## config.mk

```make
export PLATFORM = sky130hd
export DESIGN_NAME = extended_euclid_mod_inverse_top_flat
export DESIGN_NICKNAME = d
export VERILOG_FILES = /design/src/eemi_pkg.sv /design/src/eemi_in_if.sv /design/src/eemi_out_if.sv /design/src/eemi_div.sv /design/src/extended_euclid_mod_inverse_top.sv /design/src/flat_wrapper.sv
export SDC_FILE = /design/constraint.sdc
export NUM_CORES = 1
export LEC_CHECK = 0
export BUFFER_PORTS_ARGS = -buffer_cell sky130_fd_sc_hd__buf_2
export CORE_MARGIN = 4
export CORE_UTILIZATION = 30
export CTS_CLUSTER_DIAMETER = 120
export CTS_CLUSTER_SIZE = 25
export DETAILED_ROUTE_END_ITERATION = 7
export HOLD_SLACK_MARGIN = 0.1
export PLACE_DENSITY_LB_ADDON = 0.05
export SKIP_CTS_REPAIR_TIMING = 1
export SYNTH_ARGS = -nofsm -noshare
export SYNTH_HDL_FRONTEND = slang
export SYNTH_HIERARCHICAL = 1
export SYNTH_SLANG_ARGS = --single-unit
```

## constraint.sdc

```tcl
create_clock -name clk -period 8.01 [get_ports clk]
set_input_delay 1.602 -clock clk [delete_from_list [all_inputs] [get_ports clk]]
set_output_delay 1.602 -clock clk [all_outputs]
set_load 0.01 [all_outputs]
```

## src/eemi_pkg.sv

```systemverilog
// Shared types for the modular inverse block.
// No dependencies; used by the divider and the top level.
package eemi_pkg;

    typedef struct packed {
        logic start;
    } div_ctl_t;

    typedef struct packed {
        logic busy;
        logic done;
    } div_sts_t;

endpackage

```

## src/eemi_in_if.sv

```systemverilog
// Input channel: one word carries value and modulus.
// No dependencies.
interface eemi_in_if #(parameter int WIDTH = 32);
    logic             valid;
    logic             ready;
    logic [WIDTH-1:0] value;
    logic [WIDTH-1:0] modulus;

    modport source (output valid, value, modulus, input ready);
    modport sink   (input valid, value, modulus, output ready);
endinterface

```

## src/eemi_out_if.sv

```systemverilog
// Output channel: one word carries inverse and has_inverse.
// No dependencies.
interface eemi_out_if #(parameter int WIDTH = 32);
    logic             valid;
    logic             ready;
    logic [WIDTH-1:0] inverse;
    logic             has_inverse;

    modport source (output valid, inverse, has_inverse, input ready);
    modport sink   (input valid, inverse, has_inverse, output ready);
endinterface

```

## src/eemi_div.sv

```systemverilog
// Radix-2 restoring divider with a Horner shift-add product of quotient and mult.
// Depends on eemi_pkg.
module eemi_div #(
    parameter int WIDTH = 32
) (
    input  logic                 clk,
    input  logic                 rst_n,
    input  eemi_pkg::div_ctl_t   ctl,
    input  logic [WIDTH-1:0]     dividend,
    input  logic [WIDTH-1:0]     divisor,
    input  logic [WIDTH-1:0]     mult,
    output eemi_pkg::div_sts_t   sts,
    output logic [WIDTH-1:0]     remainder,
    output logic [WIDTH-1:0]     product
);
    import eemi_pkg::*;

    localparam int CW = $clog2(WIDTH + 1);

    logic [CW-1:0]    cnt_reg;
    logic             busy_reg;
    logic             done_reg;
    logic [WIDTH-1:0] rem_reg, rem_next;
    logic [WIDTH-1:0] quo_reg, quo_next;
    logic [WIDTH-1:0] acc_reg, acc_next;
    logic [WIDTH-1:0] dvs_reg;
    logic [WIDTH-1:0] mul_reg;
    logic [WIDTH:0]   trial;
    logic [WIDTH:0]   diff;
    logic             ge;

    always_comb
    begin
        trial    = {rem_reg, quo_reg[WIDTH-1]};
        diff     = trial - {1'b0, dvs_reg};
        ge       = trial >= {1'b0, dvs_reg};
        rem_next = ge ? diff[WIDTH-1:0] : trial[WIDTH-1:0];
        quo_next = {quo_reg[WIDTH-2:0], ge};
        acc_next = {acc_reg[WIDTH-2:0], 1'b0} + (ge ? mul_reg : '0);
    end

    always_ff @(posedge clk or negedge rst_n)
    begin
        if (!rst_n)
        begin
            busy_reg <= 1'b0;
            done_reg <= 1'b0;
            cnt_reg  <= '0;
        end
        else
        begin
            done_reg <= !ctl.start && busy_reg && (cnt_reg == CW'(1));
            if (ctl.start)
            begin
                busy_reg <= 1'b1;
                cnt_reg  <= CW'(WIDTH);
                rem_reg  <= '0;
                acc_reg  <= '0;
                quo_reg  <= dividend;
                dvs_reg  <= divisor;
                mul_reg  <= mult;
            end
            else if (busy_reg)
            begin
                rem_reg <= rem_next;
                quo_reg <= quo_next;
                acc_reg <= acc_next;
                cnt_reg <= cnt_reg - CW'(1);
                if (cnt_reg == CW'(1))
                    busy_reg <= 1'b0;
            end
        end
    end

    assign sts.busy  = busy_reg;
    assign sts.done  = done_reg;
    assign remainder = rem_reg;
    assign product   = acc_reg;

endmodule

```

## src/extended_euclid_mod_inverse_top.sv

```systemverilog
// Top level of the modular inverse block: sequencer, Euclid state, output register.
// Depends on eemi_pkg, eemi_in_if, eemi_out_if and eemi_div.
//
// Takes one word {value, modulus} and returns one word {inverse, has_inverse} with
// inverse = value^-1 mod modulus, or zero with has_inverse low when gcd != 1 or
// modulus is zero. Every Euclid step, and the initial reduction of value, runs one full
// pass of the shared bit-serial divider, which also forms the cofactor product.
// in_ch.ready is high only between words; a finished result waits in the output
// register while the next word is taken.
module extended_euclid_mod_inverse_top #(
    parameter int WIDTH = 32
) (
    input  logic        clk,
    input  logic        rst_n,
    eemi_in_if.sink     in_ch,
    eemi_out_if.source  out_ch
);
    import eemi_pkg::*;

    typedef enum logic [2:0] {
        IDLE,
        REDUCE,
        CHECK,
        STEP,
        FIX,
        EMIT
    } state_t;

    state_t           state_reg;
    logic [WIDTH-1:0] m_reg;
    logic [WIDTH-1:0] r0_reg, r1_reg;
    logic [WIDTH-1:0] mag0_reg, mag1_reg;
    logic             neg0_reg, neg1_reg;
    logic [WIDTH-1:0] div_a_reg, div_b_reg;
    logic             start_reg;
    logic             out_valid_reg;
    logic [WIDTH-1:0] out_inv_reg;
    logic             out_ok_reg;

    div_ctl_t         div_ctl;
    div_sts_t         div_sts;
    logic [WIDTH-1:0] div_rem;
    logic [WIDTH-1:0] div_prod;
    logic             in_fire;
    logic             out_free;
    logic             ok;
    logic [WIDTH-1:0] inv_calc;

    assign div_ctl.start = start_reg;

    eemi_div #(.WIDTH(WIDTH)) u_div (
        .clk       (clk),
        .rst_n     (rst_n),
        .ctl       (div_ctl),
        .dividend  (div_a_reg),
        .divisor   (div_b_reg),
        .mult      (mag1_reg),
        .sts       (div_sts),
        .remainder (div_rem),
        .product   (div_prod)
    );

    assign in_ch.ready = (state_reg == IDLE);
    assign in_fire     = in_ch.valid && in_ch.ready;
    assign out_free    = !out_valid_reg || out_ch.ready;

    always_comb
    begin
        ok = (r0_reg == WIDTH'(1));
        if (!ok || mag0_reg == '0)
            inv_calc = '0;
        else if (neg0_reg)
            inv_calc = m_reg - mag0_reg;
        else
            inv_calc = mag0_reg;
    end

    always_ff @(posedge clk or negedge rst_n)
    begin
        if (!rst_n)
        begin
            state_reg     <= IDLE;
            start_reg     <= 1'b0;
            out_valid_reg <= 1'b0;
        end
        else
        begin
            start_reg <= ((state_reg == IDLE) && in_fire && (in_ch.modulus != '0)) ||
                         ((state_reg == CHECK) && (r1_reg != '0) && !div_sts.busy);
            if (out_valid_reg && out_ch.ready && (state_reg != EMIT))
                out_valid_reg <= 1'b0;

            unique case (state_reg)
                IDLE:
                begin
                    if (in_fire)
                    begin
                        m_reg <= in_ch.modulus;
                        if (in_ch.modulus == '0)
                        begin
                            r0_reg    <= '0;
                            r1_reg    <= '0;
                            mag0_reg  <= '0;
                            neg0_reg  <= 1'b0;
                            state_reg <= CHECK;
                        end
                        else
                        begin
                            div_a_reg <= in_ch.value;
                            div_b_reg <= in_ch.modulus;
                            state_reg <= REDUCE;
                        end
                    end
                end
                REDUCE:
                begin
                    if (div_sts.done)
                    begin
                        r0_reg    <= m_reg;
                        r1_reg    <= div_rem;
                        mag0_reg  <= '0;
                        mag1_reg  <= WIDTH'(1);
                        neg0_reg  <= 1'b0;
                        neg1_reg  <= 1'b0;
                        state_reg <= CHECK;
                    end
                end
                CHECK:
                begin
                    if (r1_reg == '0)
                        state_reg <= FIX;
                    else if (!div_sts.busy)
                    begin
                        div_a_reg <= r0_reg;
                        div_b_reg <= r1_reg;
                        state_reg <= STEP;
                    end
                end
                STEP:
                begin
                    if (div_sts.done)
                    begin
                        r0_reg    <= r1_reg;
                        r1_reg    <= div_rem;
                        mag0_reg  <= mag1_reg;
                        mag1_reg  <= mag0_reg + div_prod;
                        neg0_reg  <= neg1_reg;
                        neg1_reg  <= !neg1_reg;
                        state_reg <= CHECK;
                    end
                end
                FIX:
                begin
                    if (mag0_reg >= m_reg)
                        mag0_reg <= mag0_reg - m_reg;
                    state_reg <= EMIT;
                end
                EMIT:
                begin
                    if (out_free)
                    begin
                        out_valid_reg <= 1'b1;
                        out_inv_reg   <= inv_calc;
                        out_ok_reg    <= ok;
                        state_reg     <= IDLE;
                    end
                end
                default:
                begin
                    state_reg <= IDLE;
                end
            endcase
        end
    end

    assign out_ch.valid       = out_valid_reg;
    assign out_ch.inverse     = out_inv_reg;
    assign out_ch.has_inverse = out_ok_reg;

endmodule

```

## src/flat_wrapper.sv

```systemverilog
// flat-port wrapper written by rule: the top's interface ports become plain ports
module extended_euclid_mod_inverse_top_flat import eemi_pkg::*;
#(
    parameter int WIDTH = 32
)
  (clk, rst_n, in_ch_valid, in_ch_value, in_ch_modulus, in_ch_ready, out_ch_valid, out_ch_inverse, out_ch_has_inverse, out_ch_ready);
  eemi_in_if #(.WIDTH(WIDTH)) in_ch_i ();
  eemi_out_if #(.WIDTH(WIDTH)) out_ch_i ();
  input  logic clk;
  input  logic rst_n;
  input wire logic [$bits(in_ch_i.valid)-1:0] in_ch_valid;
  input wire logic [$bits(in_ch_i.value)-1:0] in_ch_value;
  input wire logic [$bits(in_ch_i.modulus)-1:0] in_ch_modulus;
  output wire logic [$bits(in_ch_i.ready)-1:0] in_ch_ready;
  output wire logic [$bits(out_ch_i.valid)-1:0] out_ch_valid;
  output wire logic [$bits(out_ch_i.inverse)-1:0] out_ch_inverse;
  output wire logic [$bits(out_ch_i.has_inverse)-1:0] out_ch_has_inverse;
  input wire logic [$bits(out_ch_i.ready)-1:0] out_ch_ready;
  assign in_ch_i.valid = in_ch_valid;
  assign in_ch_i.value = in_ch_value;
  assign in_ch_i.modulus = in_ch_modulus;
  assign in_ch_ready = in_ch_i.ready;
  assign out_ch_valid = out_ch_i.valid;
  assign out_ch_inverse = out_ch_i.inverse;
  assign out_ch_has_inverse = out_ch_i.has_inverse;
  assign out_ch_i.ready = out_ch_ready;
  extended_euclid_mod_inverse_top #(.WIDTH(WIDTH)) u_core (.clk(clk), .rst_n(rst_n), .in_ch(in_ch_i), .out_ch(out_ch_i));
endmodule
```

* After elaboration in Yosys (flattened, before gate mapping)
Index checks and enable logic that the tools add are counted.
** Word-level totals
- Output and inout port bits :: 35
- Bits of input ports :: 68
- Bits in registers :: 432
- Logic and storage cells :: 142
** Operators by class
- $lt $le $gt $ge :: 2
- Eq/ne operators :: 19
- Reduce and logical (&&, ||, !) cells :: 40
- $add $sub $neg :: 6
- Muxes and demuxes :: 53
** Operator list (count)
- $mux W32 :: 25
- $pmux W32 S2 :: 4
- $pmux W32 S4 :: 1
- $logic_not A32 Y1 :: 3
- $pmux W32 S3 :: 1
- $sub A32 B32 Y32 :: 3
- $add A32 B32 Y32 :: 2
- $reduce_bool A32 Y1 :: 2
- $ge A33 B32 Y1 :: 1
- $eq A32 B1 Y1 const B :: 1
- $ge A32 B32 Y1 :: 1
- $mux W3 :: 5
- $pmux W3 S5 :: 1
- $ne A2 B2 Y1 const B :: 7
- $mux W6 :: 2
- $reduce_and A6 Y1 :: 2
- $mux W1 :: 11
- $logic_and A1 B1 Y1 :: 9
- $reduce_and A4 Y1 :: 2
- $reduce_bool A2 Y1 :: 4
- $reduce_and A7 Y1 :: 1
- $eq A3 B2 Y1 const B :: 2
- $eq A3 B3 Y1 const B :: 2
- $eq A6 B1 Y1 const B :: 1
- 16 further kinds :: 27

* Longest topological paths before layout
- Depth after elaboration :: 5
- Depth in mapped cells :: 22
- Depth with buffers taken out :: 20

* By module
The synthesis kept the hierarchy.
** By module, submodules not included
- extended_euclid_mod_inverse_top :: area each 15931.5 sq um, cells each 1463, instances 1, sequential area each 7902.6 sq um
- eemi_div :: area each 10501.3 sq um, cells each 985, instances 1, sequential area each 5004.8 sq um

* Least setup slack after synthesis
OpenSTA, ideal clock, no wires.
- Kind :: input port to flip-flop
- From :: input port in_ch_modulus[25]
- To :: register u_core.neg0_reg (enable)
- Data required time :: 7536 ps
- Cell stages on the path :: 5
- Buffers on the path :: 0
- Library setup time :: 474 ps
- Data arrival time :: 4768 ps
- Setup slack :: 2768 ps
- Path through :: nor4_1 > nand4_1 > nor2_1 > nand3_1 > a21boi_0
** On the way
- Word-level cells in the longest chain between the ends :: 3
** Ends and longest elaborated chain
- from (decl) :: line flat_wrapper.sv:13 : input wire logic [$bits(in_ch_i.modulus)-1:0] in_ch_modulus;
- $logic_not A32 Y1 :: line extended_euclid_mod_inverse_top.sv:99 : if (in_ch.modulus == '0)
- $ne A2 B2 Y1 (no source line)
- $reduce_and A6 Y1 (no source line)
- to (signal assigned) :: line extended_euclid_mod_inverse_top.sv:147 : neg0_reg <= neg1_reg;
- to (decl) :: line extended_euclid_mod_inverse_top.sv:33 : logic neg0_reg, neg1_reg;
No other way between the ends.
A chain may end at the register's enable or synchronous reset.

* Worst setup path in the final report
- From :: register u_core.u_div.rem_reg[7] (netlist: u_core/u_div/remainder[7])
- To :: register u_core.u_div.acc_reg[31] (netlist: u_core/u_div/product[31]), data pin
** On the way
- Word-level cells in the longest chain between the ends :: 4
** Ends and longest elaborated chain
- from (decl) :: line eemi_div.sv:23 : logic [WIDTH-1:0] rem_reg, rem_next;
- from (signal assigned) :: line eemi_div.sv:65 : rem_reg <= rem_next;
- $ge A33 B32 Y1 :: line eemi_div.sv:36 : ge = trial >= {1'b0, dvs_reg};
- $mux W32 :: line eemi_div.sv:39 : acc_next = {acc_reg[WIDTH-2:0], 1'b0} + (ge ? mul_reg : '0);
- $add A32 B32 Y32 :: line eemi_div.sv:39
- $mux W32 :: line eemi_div.sv:63 : else if (busy_reg)
- to (signal assigned) :: line eemi_div.sv:67 : acc_reg <= acc_next;
- to (decl) :: line eemi_div.sv:25 : logic [WIDTH-1:0] acc_reg, acc_next;
No other way between the ends.

==> flow_summary.yaml <==
clocking:
  clk_latency_ns: 0.61
  cts_tree: "yes"
  numCtsBuffers: 23
  cts_sinks: 432
  clkTransAtPathRegs_ns: 0.11
  htree_levels: 1
  cts-root-buf: "clkbuf_16"
  cts.path.max_buffers: 3
sta:
  fmax_mhz: 175
  maxSlewViolCount: 0
  worst-slew-pin-transition_ns: 1.17
  fin_setup_tns_ns: 0
  clock_skew_ns: 0.0441
  relSlewSlack: 0.220
  setup_violations: 0
  hold_ws_ns: 0.444
  fin_crit_ns: 5.71
  grt_setup_unrepaired: "no"
  hold_viol: 0
  period_share: 0.713
logic_synthesis:
  syn_nets: 2679
  synth_seq_cells: 432
  synth_area_sq_um: 26400
  ys_async_sr_fraction: 0.0301
  synth_top_area_cell: "edfxtp_1"
  ys_warn_count: 6
  synth_ff_type: "edfxtp_1"
  ys_seq_area_frac: 0.488
  synth.top_cell.area_share: 0.476
  syn-instance-count: 2448
  synth_cell_type_count: 90
  synth_edf_count: 419
  synth.area.top_cells: "edfxtp_1 (48%), ha_1 (7.5%), mux2_2 (4.1%), nor2_1 (3.2%), mux2i_1 (3.1%)"
  syn_avg_cell_area_sq_um: 10.8
power:
  p_leak_nw: 11.3
  vdd_drop_max_uv: 164
  power.total_mw: 9.37
  cellPowerDensity_nw_per_um2: 325
final_layout:
  drive_gt1_frac: 0.121
  multi_input_area_sq_um: 12600
  nets: 2714
  final_area_sq_um: 28900
  regArea_sq_um: 12900
  area_delta_synth_final_pct: 9.17
  final_util: 0.332
  fillers: 8880
place:
  place.gp.congestion: 0.875
  place_hpwl_mm: 63.7
  placedInstanceArea_sq_um: 28100
  numPortBuffers: 102
die:
  ios: 103
  die_h_um: 305
  rows: 108
  fp.dieW_um: 305
  core_area_sq_um: 87000
  start_util: 0.304
  fp.dieArea_sq_um: 92900
grt:
  grt_pass1_vias: 18400
  grtUsageTotal: 0.177
  grt_pass1_wl_mm: 126
  grt_start_max_net_pins: 76
  overflow: 0
  antenna_found_initial: 2
worst_setup_path:
  crit_required_ns: 8.40
  worstPathArrival_ns: 6.10
  critPathLaunchType: "flop"
  path_class: "flop to flop"
  worst-r2r-setup-slack_ns: 2.30
  worstSetupEndpointType: "flop"
  cp_max_fo: 33
routing:
  via_count: 19000
  wl_per_cell_um: 23.3
  viasPerCell: 5.19
  ant_nets: 0
  drt-pass1-iter-count: 6
  drc: 0
  wirelength_mm: 85.1
  drt_iter0_drc: 1516
job:
  drv_cap: 0
worst_hold_path:
  hold_class: "flop to flop"
run_status:
  status: "finished, final reports clean"
[cells in the mapped netlist (23+ instances only)]
cell type / count
nor2_1: 225
nand2b_1: 25
a211oi_1: 40
mux2_2: 96
o21bai_1: 26
a21oi_1: 149
mux2i_1: 83
xnor2_1: 74
clkbuf_1: 82
xor2_1: 46
nor3_1: 32
nand3_1: 35
ha_1: 158
a21o_1: 83
nor2b_1: 23
inv_1: 141
nand4_1: 29
o21ai_0: 110
and2_1: 77
nand2_1: 145
edfxtp_1: 419
nor4_1: 34
[cell type report]
class,count,share of cell area
Clock buffer,30,0.0209
Multi-Input combinational cell,1763,0.436
Antenna cell,2,0.000173
Timing Repair Buffer,122,0.0230
Clock inverter,9,0.00373
Inverter,141,0.0183
Sequential cell,432,0.448
Tap cell,1155,0.0501
[kinds of logic (layout without fill, tap and decap cells)]
group	after synthesis	in the layout	share of synthesized area
compound gates	601	601	0.152
flops	432	432	0.488
fa+ha+maj	163	163	0.0786
other cells	0	2	0
xor+xnor	120	120	0.0398
simple gates	700	700	0.131
buf+inv	253	302	0.0381
mux	179	179	0.0723
[cells in the final DEF (no fill, tap or decap), types with 96 or more instances in the layout]
cell	netlist	layout
inv_1	141	141
nor2_1	225	223
edfxtp_1	419	419
ha_1	158	158
buf_2	14	101
nand2_1	145	145
a21oi_1	149	149
o21ai_0	110	110
mux2_2	96	96
[report_power, final]
part	leakage [nW]	switching, mW	internal [mW]
combinational	6.89	2.63	1.91
clock	0.340	0.797	0.559
sequential	4.03	0.361	3.11
[stage by stage]
| step | setup slack (ns) | std cells |
|---|---|---|
| after CTS | 2.27 | 3652 |
| after global routing | 1.84 | 3652 |
| after detailed placement | 2.31 | 3613 |
| final | 2.30 | 3654 |
| after global placement | 2.38 | 3613 |
| after floorplan | 2.77 | 2448 |
[final timing paths]
kind | from | to | cells after the start
max in group asynchronous | rst_n | u_core/u_div/busy_reg$_DFF_PN0_ | 2
min in group asynchronous | rst_n | u_core/state_reg[0]$_DFFE_PN0P_ | 1
setup reg to reg | u_core/u_div/remainder[7]$_SDFFCE_PP0P_ | u_core/u_div/product[31]$_SDFFCE_PP0P_ | 17
hold / removal | u_core/div_b_reg[25]$_DFFE_PP_ | u_core/u_div/dvs_reg[25]$_DFFE_PP_ | 0
hold reg to reg | u_core/div_b_reg[25]$_DFFE_PP_ | u_core/u_div/dvs_reg[25]$_DFFE_PP_ | 0
setup / recovery | u_core/u_div/remainder[7]$_SDFFCE_PP0P_ | u_core/u_div/product[31]$_SDFFCE_PP0P_ | 17
[metal layers]
layer | track usage | routed length [um] | up-vias
li1 | - | - | 9119
met1 | 0.296 | 46800 | 9332
met2 | 0.236 | 32600 | 446
met3 | 0.0192 | 3620 | 57
met4 | 0.0430 | 2090 | 0
met5 | 0 | 0 | -
[worst max-delay path: stages, from the launching register on]
cell	delay, ns
edfxtp_1	0.44
ha_1	0.47
nand3_2	0.14
o211ai_1	0.32
a21oi_1	0.21
a311oi_2	0.41
o21ai_2	0.16
a21oi_4	0.63
and2_1	0.23
ha_1	0.27
nor2b_1	0.16
o31ai_1	0.39
a21oi_1	0.17
o21ai_1	0.45
o2111ai_1	0.22
and3_1	0.23
or2_2	0.29
o311ai_0	0.28
Note: power is estimated with default switching activity, not from simulation.
